[src/hdl/pfa_ram.sv]
// Generic simple dual-port RAM: one write port, one read port with a
// registered read. No dependencies.
module pfa_ram #(
  parameter int WIDTH = 8,
  parameter int DEPTH = 16
) (
  input  logic                     clk,
  input  logic                     wr_en,
  input  logic [$clog2(DEPTH)-1:0] wr_addr,
  input  logic [WIDTH-1:0]         wr_data,
  input  logic                     rd_en,
  input  logic [$clog2(DEPTH)-1:0] rd_addr,
  output logic [WIDTH-1:0]         rd_data
);

  logic [WIDTH-1:0] mem [DEPTH];
  logic [WIDTH-1:0] rd_data_r;

  always_ff @(posedge clk) begin
    if (wr_en) begin
      mem[wr_addr] <= wr_data;
    end
    if (rd_en) begin
      rd_data_r <= mem[rd_addr];
    end
  end

  assign rd_data = rd_data_r;

endmodule

[config.mk]
export PLATFORM = sky130hd
export DESIGN_NAME = pfa_ram
export DESIGN_NICKNAME = d
export VERILOG_FILES = /design/src/hdl/pfa_ram.sv
export SDC_FILE = /design/constraint.sdc
export NUM_CORES = 1
export LEC_CHECK = 0
export BUFFER_PORTS_ARGS = -buffer_cell sky130_fd_sc_hd__buf_2
export CAP_MARGIN = 20
export CORE_ASPECT_RATIO = 1.25
export CORE_MARGIN = 1.5
export CORE_UTILIZATION = 31
export CTS_CLUSTER_SIZE = 16
export DETAILED_ROUTE_END_ITERATION = 6
export REMOVE_ABC_BUFFERS = 1
export SYNTH_ARGS = -nofsm -noshare
export SYNTH_HDL_FRONTEND = slang
export SYNTH_SLANG_ARGS = --single-unit
[constraint.sdc]
create_clock -name clk -period 4.6 [get_ports clk]
set_input_delay 0.92 -clock clk [delete_from_list [all_inputs] [get_ports clk]]
set_output_delay 0.92 -clock clk [all_outputs]
set_load 0.01 [all_outputs]
==> metrics.md <==
| Metric | Value |
|---|---|
| Run status | completed |
| Routability cong. | around 0.7 |
| Antenna Cells | 0 |
| Sink Count | 136 |
| Max Slew Vio Count | 0 |
| Area occupied by multi-input gates | 1060 sq um |
| Switch share | between 10% and 20% |
| Kind of critical path | input port to flop |
| Placed instance area | 5570 sq um |
| Clock Tree Buf Depth | 2 |
| Min-Delay Path Class | flop to flop |
| Root Buffer | clkbuf_16 |
| Post-CTS resize count | 0 |
| Die area | 17,700 sq um |
| Final routed DRC violation total | 0 |
| Critical Path RT | 4750 ps |
| Synthesized area | ~5200 sq um |
| Setup ws final | about 2200 ps |
| Reg power frac | 47.7% |
| Storage element area | 4080 sq um |
| First-pass GRT wire length | 14,900 um |
| Crit-path max FO | 17 |
| Vias | 2,376 |
| Port bufs | 26 |
| Die height | 148 um |
| # hold bufs at CTS | 0 |
| Synthesis Warnings | 0 |
| Final antenna-violating net count | 0 |
| Initial antenna violation count | 0 |
| RSZ-0062 raised after global routing | no |
| Maximum VDD drop | 0.233 mV |
| Slew headroom | 35.0% |
| CP Data Arrival Time | roughly 2600 ps |
| Fillers | 1,457 |
| Core box area | around 16,000 sq um |
| Number of DRC markers in iteration 0 | 107 |
| Skew final | approximately 7.3 ps |
| Most common cell after layout, fill and taps aside | edfxtp_1 |
| Clock-pin slew on the worst setup and hold paths | ~50 ps |
| Gr ovfl total | 0 |
| Worst-Margin Slew | slightly below 1000 ps |
| Total power | a little under 3 mW |
| Hold violation count in the final report | 0 |
| Flop and latch count out of synthesis | 136 |
| Avg Inst Size Synth | 22.8 sq um |
| All-Layer GR Usage | 11.9% |
| Dpl hpwl | approximately 6000 um |
| H-tree levels | 4 |
| Routed WL | 9760 um |
| Leak pwr | 2.04 nW |
| Post-CTS Setup Inserts | 0 |
| Inserted Clock Buffers | 17 |
| Std cell rows | 52 |
| Fmax achieved | 413 MHz |
| Setup TNS | 0 ps |
| Startpoint Class | input port |
| Logic pwr share | 4.1% |
| Post-Syn Instances | 229 |
| Drt first pass iters | 4 |
| I/O pin count | 27 |
| Chip width | 119 um |
| Drt via density | 4.78 |
| Area grow syn2layout | 18.9% |
| Register area share after synthesis | approximately 78% |
| P per Cell Area | approximately 470 nW/um^2 |
| Layout Nets | between 200 and 300 |
| CTS tree | done |
| Avg WL per Cell | 19.6 um |
| Minimum clock period | 2420 ps |
| Internal power | between 2 and 2.5 mW |
| Largest net degree at the start of global routing | 33 |
| Post-Place Setup Slack | 1510 ps |
| Final setup fails | 0 |
| Critical Path Sink Type | flop |
| Share of cells above drive strength 1 | between 20% and 30% |
| Post-Route Utilization | 38.1% |
| Post-synth cell types | 18 |
| Final Cell Area | around 6200 sq um |
| Max Cap Viol | 0 |
| Commonest cells after routing, fill and taps aside | edfxtp_1 (136), buf_2 (26), mux4_2 (18) |
| Clk Latency, worst-skew pair | 400 ps |
| NetSw | around 540 uW |
| Clock network fraction of total power | 48.1% |
| Initial Util | 32.0% |
| Crit share post-route | 52.7% |
| Vias in the first global route | 2,478 |
power by group through the flow:
| stage | Sequential, mW | Combinational [mW] | Clock (mW) |
|---|---|---|---|
| finish | 1.41 | 0.122 | 1.42 |
| global route | 1.41 | 0.133 | 1.48 |
| CTS | 1.41 | 0.122 | 1.44 |
| detailed placement | 1.43 | 0.122 | 0 |
| global placement | 1.43 | 0.121 | 0 |
| floorplan | 1.43 | 0.0557 | 0 |
critical path: stages:
cell and delay, ps:
buf_2 450, buf_16 240, mux4_1 560, a22oi_1 310
nand2_1 80
per-layer routing:
| layer | wire (um) | track usage [%] | vias up |
|---|---|---|---|
| met4 | 96 | 5.06 | 0 |
| met2 | 5080 | 19.8 | 62 |
| met5 | 0 | 0 | - |
| met1 | 4140 | 14.9 | 1245 |
| met3 | 443 | 2.91 | 10 |
| li1 | - | - | 1059 |
metrics by stage:
step	instances	hold slack [ps]
6_report	497	749
5_1_grt	497	775
4_1_cts	496	750
3_5_place_dp	464	741
3_3_place_gp	464	739
2_1_floorplan	219	705
cells by family (layout without fill, tap and decap cells):
kind of cell | count (synthesis) | after routing | share of synthesized area, %
buf+inv | 10 | 62 | 1.65
mux | 32 | 32 | 14.8
compound gates | 16 | 16 | 2.30
simple gates | 35 | 35 | 3.14
flops | 136 | 136 | 78.1
synthesized netlist by cell type, drive strengths merged:
master | count | area [sq um]
buf | 7 | 56.3
a22oi | 16 | 120
clkdlybuf4s25 | 3 | 30.0
nand3b | 2 | 15.0
or3b | 1 | 8.76
edfxtp | 136 | 4080
and2b | 1 | 7.51
nand2 | 9 | 33.8
nor3 | 4 | 20.0
nor2 | 13 | 48.8
and2 | 1 | 6.26
nand3 | 1 | 5.00
nand2b | 2 | 12.5
nor2b | 1 | 6.26
mux4 | 32 | 773
final cells by class:
cell class              count  area share (%)
clock inverters            11            2.86
flip-flops and latches    136            65.7
repair buffers             30            2.90
well taps                 216            4.35
multi-input cells          83            17.1
clock buffers              21            7.09
registers in the layout (all words and copies together), names as in the netlist:
signal / count
mem: 128
rd_data: 8
worst paths after layout:
check | from | end | slack [ps] | cells after the start
max reg2reg | mem[1][0] | rd_data[0] | 3090 | 3
min | mem[14][0] | rd_data[0] | 750 | 3
min reg2reg | mem[14][0] | rd_data[0] | 750 | 3
max | rd_addr[0] | rd_data[0] | 2180 | 5
(Power assumes the default switching activity.)
