`src/hdl/pfa_pkg.sv`:
```
// Package for the prime field arithmetic unit: widths, operation codes,
// the exponent sequencer states and queue sizing. No dependencies.
package pfa_pkg;

  localparam int W          = 16;                 // operand / modulus width
  localparam int CMD_W      = 2;
  localparam int ITEM_W     = CMD_W + 2 * W;      // queued request
  localparam int FIFO_DEPTH = 16;
  localparam int FIFO_AW    = $clog2(FIFO_DEPTH);
  localparam int MU_W       = 2 * W;              // Barrett reciprocal width
  localparam int MU_STEPS   = 2 * W + 1;          // quotient bits of 2^(2W)/p
  localparam int MU_CW      = $clog2(MU_STEPS);
  localparam int BIT_CW     = $clog2(W);
  localparam int MM_LAT     = 4;                  // modmul pipeline depth

  typedef enum logic [CMD_W-1:0] {
    CMD_ADD = 2'd0,
    CMD_SUB = 2'd1,
    CMD_MUL = 2'd2,
    CMD_DIV = 2'd3
  } cmd_t;

  typedef enum logic [2:0] {
    EX_IDLE,
    EX_SQR_GO,
    EX_SQR_WT,
    EX_MUL_GO,
    EX_MUL_WT,
    EX_DONE
  } ex_state_t;

endpackage

```
`src/hdl/pfa_modmul.sv`:
```
// Pipelined modular multiplier (x*y mod p) using Barrett reduction with a
// precomputed reciprocal mu = floor(2^(2W)/p). Depends on pfa_pkg.
module pfa_modmul (
  input  logic                    clk,
  input  logic                    rst_n,
  input  logic                    en,
  input  logic                    in_vld,
  input  logic [pfa_pkg::W-1:0]   x,
  input  logic [pfa_pkg::W-1:0]   y,
  input  logic [pfa_pkg::W-1:0]   p,
  input  logic [pfa_pkg::MU_W-1:0] mu,
  output logic                    out_vld,
  output logic [pfa_pkg::W-1:0]   res
);
  import pfa_pkg::*;

  logic [MM_LAT-1:0] vld_r;
  logic [2*W-1:0]    prod_r;
  logic [2*W-1:0]    prod2_r;
  logic [2*W-1:0]    q_r;
  logic [W:0]        rem_r;
  logic [W-1:0]      res_r;
  logic [4*W-1:0]    qm;
  logic [2*W-1:0]    qp;
  logic [2*W-1:0]    diff;

  assign qm   = {{(2*W){1'b0}}, prod_r} * {{(4*W-MU_W){1'b0}}, mu};
  assign qp   = q_r * {{W{1'b0}}, p};
  assign diff = prod2_r - qp;

  always_ff @(posedge clk) begin
    if (!rst_n) begin
      vld_r <= '0;
    end else if (en) begin
      vld_r <= {vld_r[MM_LAT-2:0], in_vld};
    end
  end

  // quotient estimate is at most one short, so the remainder stays below 2p
  always_ff @(posedge clk) begin
    if (en) begin
      prod_r  <= {{W{1'b0}}, x} * {{W{1'b0}}, y};
      prod2_r <= prod_r;
      q_r     <= qm[4*W-1:2*W];
      rem_r   <= diff[W:0];
      res_r   <= (rem_r >= {1'b0, p}) ? W'(rem_r - {1'b0, p}) : rem_r[W-1:0];
    end
  end

  assign out_vld = vld_r[MM_LAT-1];
  assign res     = res_r;

endmodule

```
`config.mk`:
```
export PLATFORM = sky130hd
export DESIGN_NAME = pfa_modmul
export DESIGN_NICKNAME = d
export VERILOG_FILES = /design/src/hdl/pfa_pkg.sv /design/src/hdl/pfa_modmul.sv
export SDC_FILE = /design/constraint.sdc
export NUM_CORES = 2
export LEC_CHECK = 0
export BUFFER_PORTS_ARGS = -buffer_cell sky130_fd_sc_hd__buf_4
export CELL_PAD_IN_SITES_DETAIL_PLACEMENT = 0
export CELL_PAD_IN_SITES_GLOBAL_PLACEMENT = 1
export CORE_UTILIZATION = 45
export CTS_CLUSTER_DIAMETER = 60
export DETAILED_ROUTE_END_ITERATION = 10
export GPL_TIMING_DRIVEN = 0
export PLACE_DENSITY = 0.89
export SKIP_LAST_GASP = 1
export SYNTH_ARGS = -nofsm -noshare
export SYNTH_HDL_FRONTEND = slang
export SYNTH_SLANG_ARGS = --single-unit
export TNS_END_PERCENT = 100
```
`constraint.sdc`:
```
create_clock -name clk -period 7.6 [get_ports clk]
set_input_delay 0 -clock clk [delete_from_list [all_inputs] [get_ports clk]]
set_output_delay 0 -clock clk [all_outputs]
set_load 0.1 [all_outputs]
```
==> impl_metrics.csv <==
group,metric,value,unit
status,status,"finished with violations",
status,violations,"setup timing",
synthesis,syn_area_per_cell,9.45,um2
job,drv_cap,0,
die,ios,101,
hold_path,hold_start,"y[1]",
clock_network,htreeDepth,3,
routing,vias,33400,
routing,ant_nets,0,
timing,finalCritPeriodShare,1.06,
finish,final_cell_mix,"1123 x inv_1, 1089 x fa_1, 730 x and2_1, 618 x nand2_1, 345 x ha_1",
clock_network,cts_tree,"done",
global_route,antenna_found_initial,18,
clock_network,cts_buffer_depth,2,
synthesis,synthXorXnorAreaFrac,0.0252,
synthesis,synthMuxAreaShare,0.00483,
synthesis,synthAdderAreaFrac,0.589,
placed_design,dpl.hpwl,116000,um
routing,dr.pass1.iters,6,
synthesis,netlist_instances,4739,
global_route,first_global_vias,35900,
synthesis,synth-simple-area-share,0.171,
setup_path,r2r_slack,-460,ps
timing,worstMarginPinSlew,1420,ps
timing,fin_crit,8060,ps
clock_network,cts.clk_slew.worst_paths,80,ps
timing,maxSlewHeadroom,0.0511,
setup_path,critPathCaptureType,"flip-flop",
placed_design,placed_cells,6123,
synthesis,yosys_warnings,0,
finish,fin_cells,6228,
hold_path,min_path_type,"primary input to flip-flop",
synthesis,ys.flop_type,"edfxtp_1",
routing,drt_wl_total,141000,um
die,initial_utilization,0.455,
setup_path,critPathRequiredTime,7770,ps
timing,rsz0062_at_grt,"yes",
synthesis,ys_seq_elements,103,
synthesis,synth_compound_area_frac,0.0280,
die,core_area,98400,um2
clock_network,clockRootBuffer,"clkbuf_16",
routing,vias_per_cell,5.36,
synthesis,ys_seq_area_frac,0.0682,
setup_path,criticalPathCategory,"flip-flop to flip-flop",
synthesis,synth.cell_area,44800,um2
global_route,grt_start_max_net_pins,101,
synthesis,synth-async-reset-ratio,0,
setup_path,start_kind,"flip-flop",
die,die-area,101000,um2
clock_network,clk_latency,420,ps
timing,max_freq,124,MHz
hold_path,holdPathStages,3,
global_route,grt_overflow,0,
timing,finClkSkew,15.0,ps
setup_path,worstReg2RegStart,"prod_r[9]",
clock_network,cts_buffers,9,
synthesis,synth_nets,6273,
timing,setup_viol,16,
synthesis,synth_edf_count,99,
routing,drt-initial-drc-count,2964,
global_route,grtUsageTotal,0.287,
finish,final_common_cell,"inv_1",
timing,final_hold_viol_count,0,
timing,setup_slack,-463,ps
placed_design,io_buffers,97,
setup_path,worstPathArrival,8230,ps
setup_path,reg2regPathDepth,25,
setup_path,worstPathMaxFanout,10,
setup_path,reg2reg_to,"q_r[10]",
global_route,grt_pass1_wl,215000,um
timing,tns,-4740,ps
clock_network,cts_sinks,103,
routing,drc,0,
finish,drive_gt1_frac,0.0687,
synthesis,synth_cell_types,62,
timing,slew_viol_final,0,
placed_design,place_congestion,1.07,
die,die_y,317,um
finish,syn_to_final_growth,9.01,%
synthesis,synth_top_family_by_area,"adder cells",
hold_path,hold_path_end,"prod_r[1]",
routing,routedWlPerCell,22.6,um
finish,fin_nets,6462,
die,std_cell_rows,115,
die,fp.dieW,317,um
layout make-up:
class | count | area [um2]
multi-input cells | 3284 | 36900
well taps | 1287 | 1610
inverters | 1127 | 4230
diodes | 8 | 20.0
clock buffers | 9 | 225
clock inverters | 7 | 76.3
repair buffers | 184 | 1510
plain buffers | 219 | 1210
fillers | 9065 | 49600
flip-flops and latches | 103 | 3050
what timing repair did:
| action | in CTS | in global routing |
|---|---|---|
| pin swaps | 27 | 28 |
| hold buffers | 4 | 0 |
| hold endpoints to repair | 5 | 0 |
| gates resized for setup | 167 | 46 |
| endpoints found under the setup margin | 17 | 17 |
| setup buffers | 72 | 12 |
worst max-delay path, cell delays in order (launching register included):
cell and delay (ps):
edfxtp_1 610, buf_6 210, clkbuf_8 220, and2_1 160, fa_2 460, fa_1 520
inv_1 50, fa_1 460, fa_1 520, inv_1 60, fa_1 630, fa_1 470
fa_1 530, fa_1 430, ha_1 290, and3_4 190, a221oi_2 270, o21ai_1 100
a221o_2 440, o31ai_4 240, buf_12 170, o31ai_4 100, a21o_1 290, buf_4 160
buf_4 120, xor2_1 130
cell usage after synthesis (3+ instances only):
master | number | area, um2
a21o_1 | 24 | 180
nor3_1 | 17 | 85.1
inv_1 | 1127 | 4230
nand4_1 | 10 | 62.6
o211ai_1 | 3 | 22.5
xor2_1 | 28 | 245
and2_1 | 735 | 4600
o31ai_1 | 3 | 22.5
mux2_2 | 13 | 146
a31oi_1 | 8 | 50.1
fa_1 | 1099 | 22000
nand3_1 | 15 | 75.1
and3_1 | 7 | 43.8
nor2b_1 | 15 | 93.8
or3_1 | 8 | 50.1
a211oi_1 | 13 | 97.6
o21bai_1 | 4 | 30.0
xnor2_1 | 101 | 885
o21ai_0 | 36 | 180
clkbuf_1 | 223 | 837
nand2b_1 | 8 | 50.1
nor2_1 | 50 | 188
nand2_1 | 619 | 2320
mux2i_1 | 7 | 70.1
a21oi_1 | 54 | 270
ha_1 | 351 | 4390
o21a_1 | 14 | 105
a21boi_0 | 3 | 22.5
edfxtp_1 | 99 | 2970
dfxtp_1 | 4 | 80.1
or2_2 | 3 | 18.8
registers in the layout, summed over array words and instances, names as in the netlist:
| signal | count |
|---|---|
| prod_r | 32 |
| prod2_r | 17 |
| q_r | 17 |
| rem_r | 17 |
| res | 16 |
| vld_r | 4 |
worst max-delay path by stage:
stage               slack (ps)       start  endpoint
finish                    -460   prod_r[9]   q_r[10]
floorplan                  200  prod_r[16]    q_r[9]
global route              -600  prod_r[17]   q_r[16]
CTS                       -330  prod_r[16]   q_r[16]
detailed placement       -1780  prod_r[14]   q_r[15]
global placement         -1680  prod_r[14]   q_r[15]
kinds of logic (layout without fill, tap and decap cells):
kind of cell             Yosys count  in the layout
AND/OR/NAND/NOR                 1497           1497
adder cells (fa/ha/maj)         1450           1450
buffers and inverters           1352           1546
AO/OA/AOI/OAI                    188            188
XOR/XNOR                         129            129
flip-flops                       103            103
multiplexers                      20             20
other                              0              8
through the flow:
step / cell area [um2] / util / hold WS [ps] / worst slack, ps
after global placement: 47100 / 0.479 / 242 / -1680
after CTS: 48600 / 0.494 / 137 / -332
after global routing: 48800 / 0.496 / 177 / -597
after floorplan: 44800 / - / 112 / 203
after detailed placement: 47100 / 0.479 / 243 / -1780
final: 48800 / 0.496 / 140 / -463
routing by layer:
layer | vias up | part of all wire | GRT usage
li1 | 14100 | - | -
met1 | 16900 | 0.36 | 0.351
met2 | 1888 | 0.46 | 0.457
met3 | 517 | 0.12 | 0.0823
met4 | 22 | 0.067 | 0.160
met5 | - | 0.0010 | 0
Power is left out: the tool's default activity adds up to more than one toggle a clock period on the data nets, which glitch-free logic cannot reach.
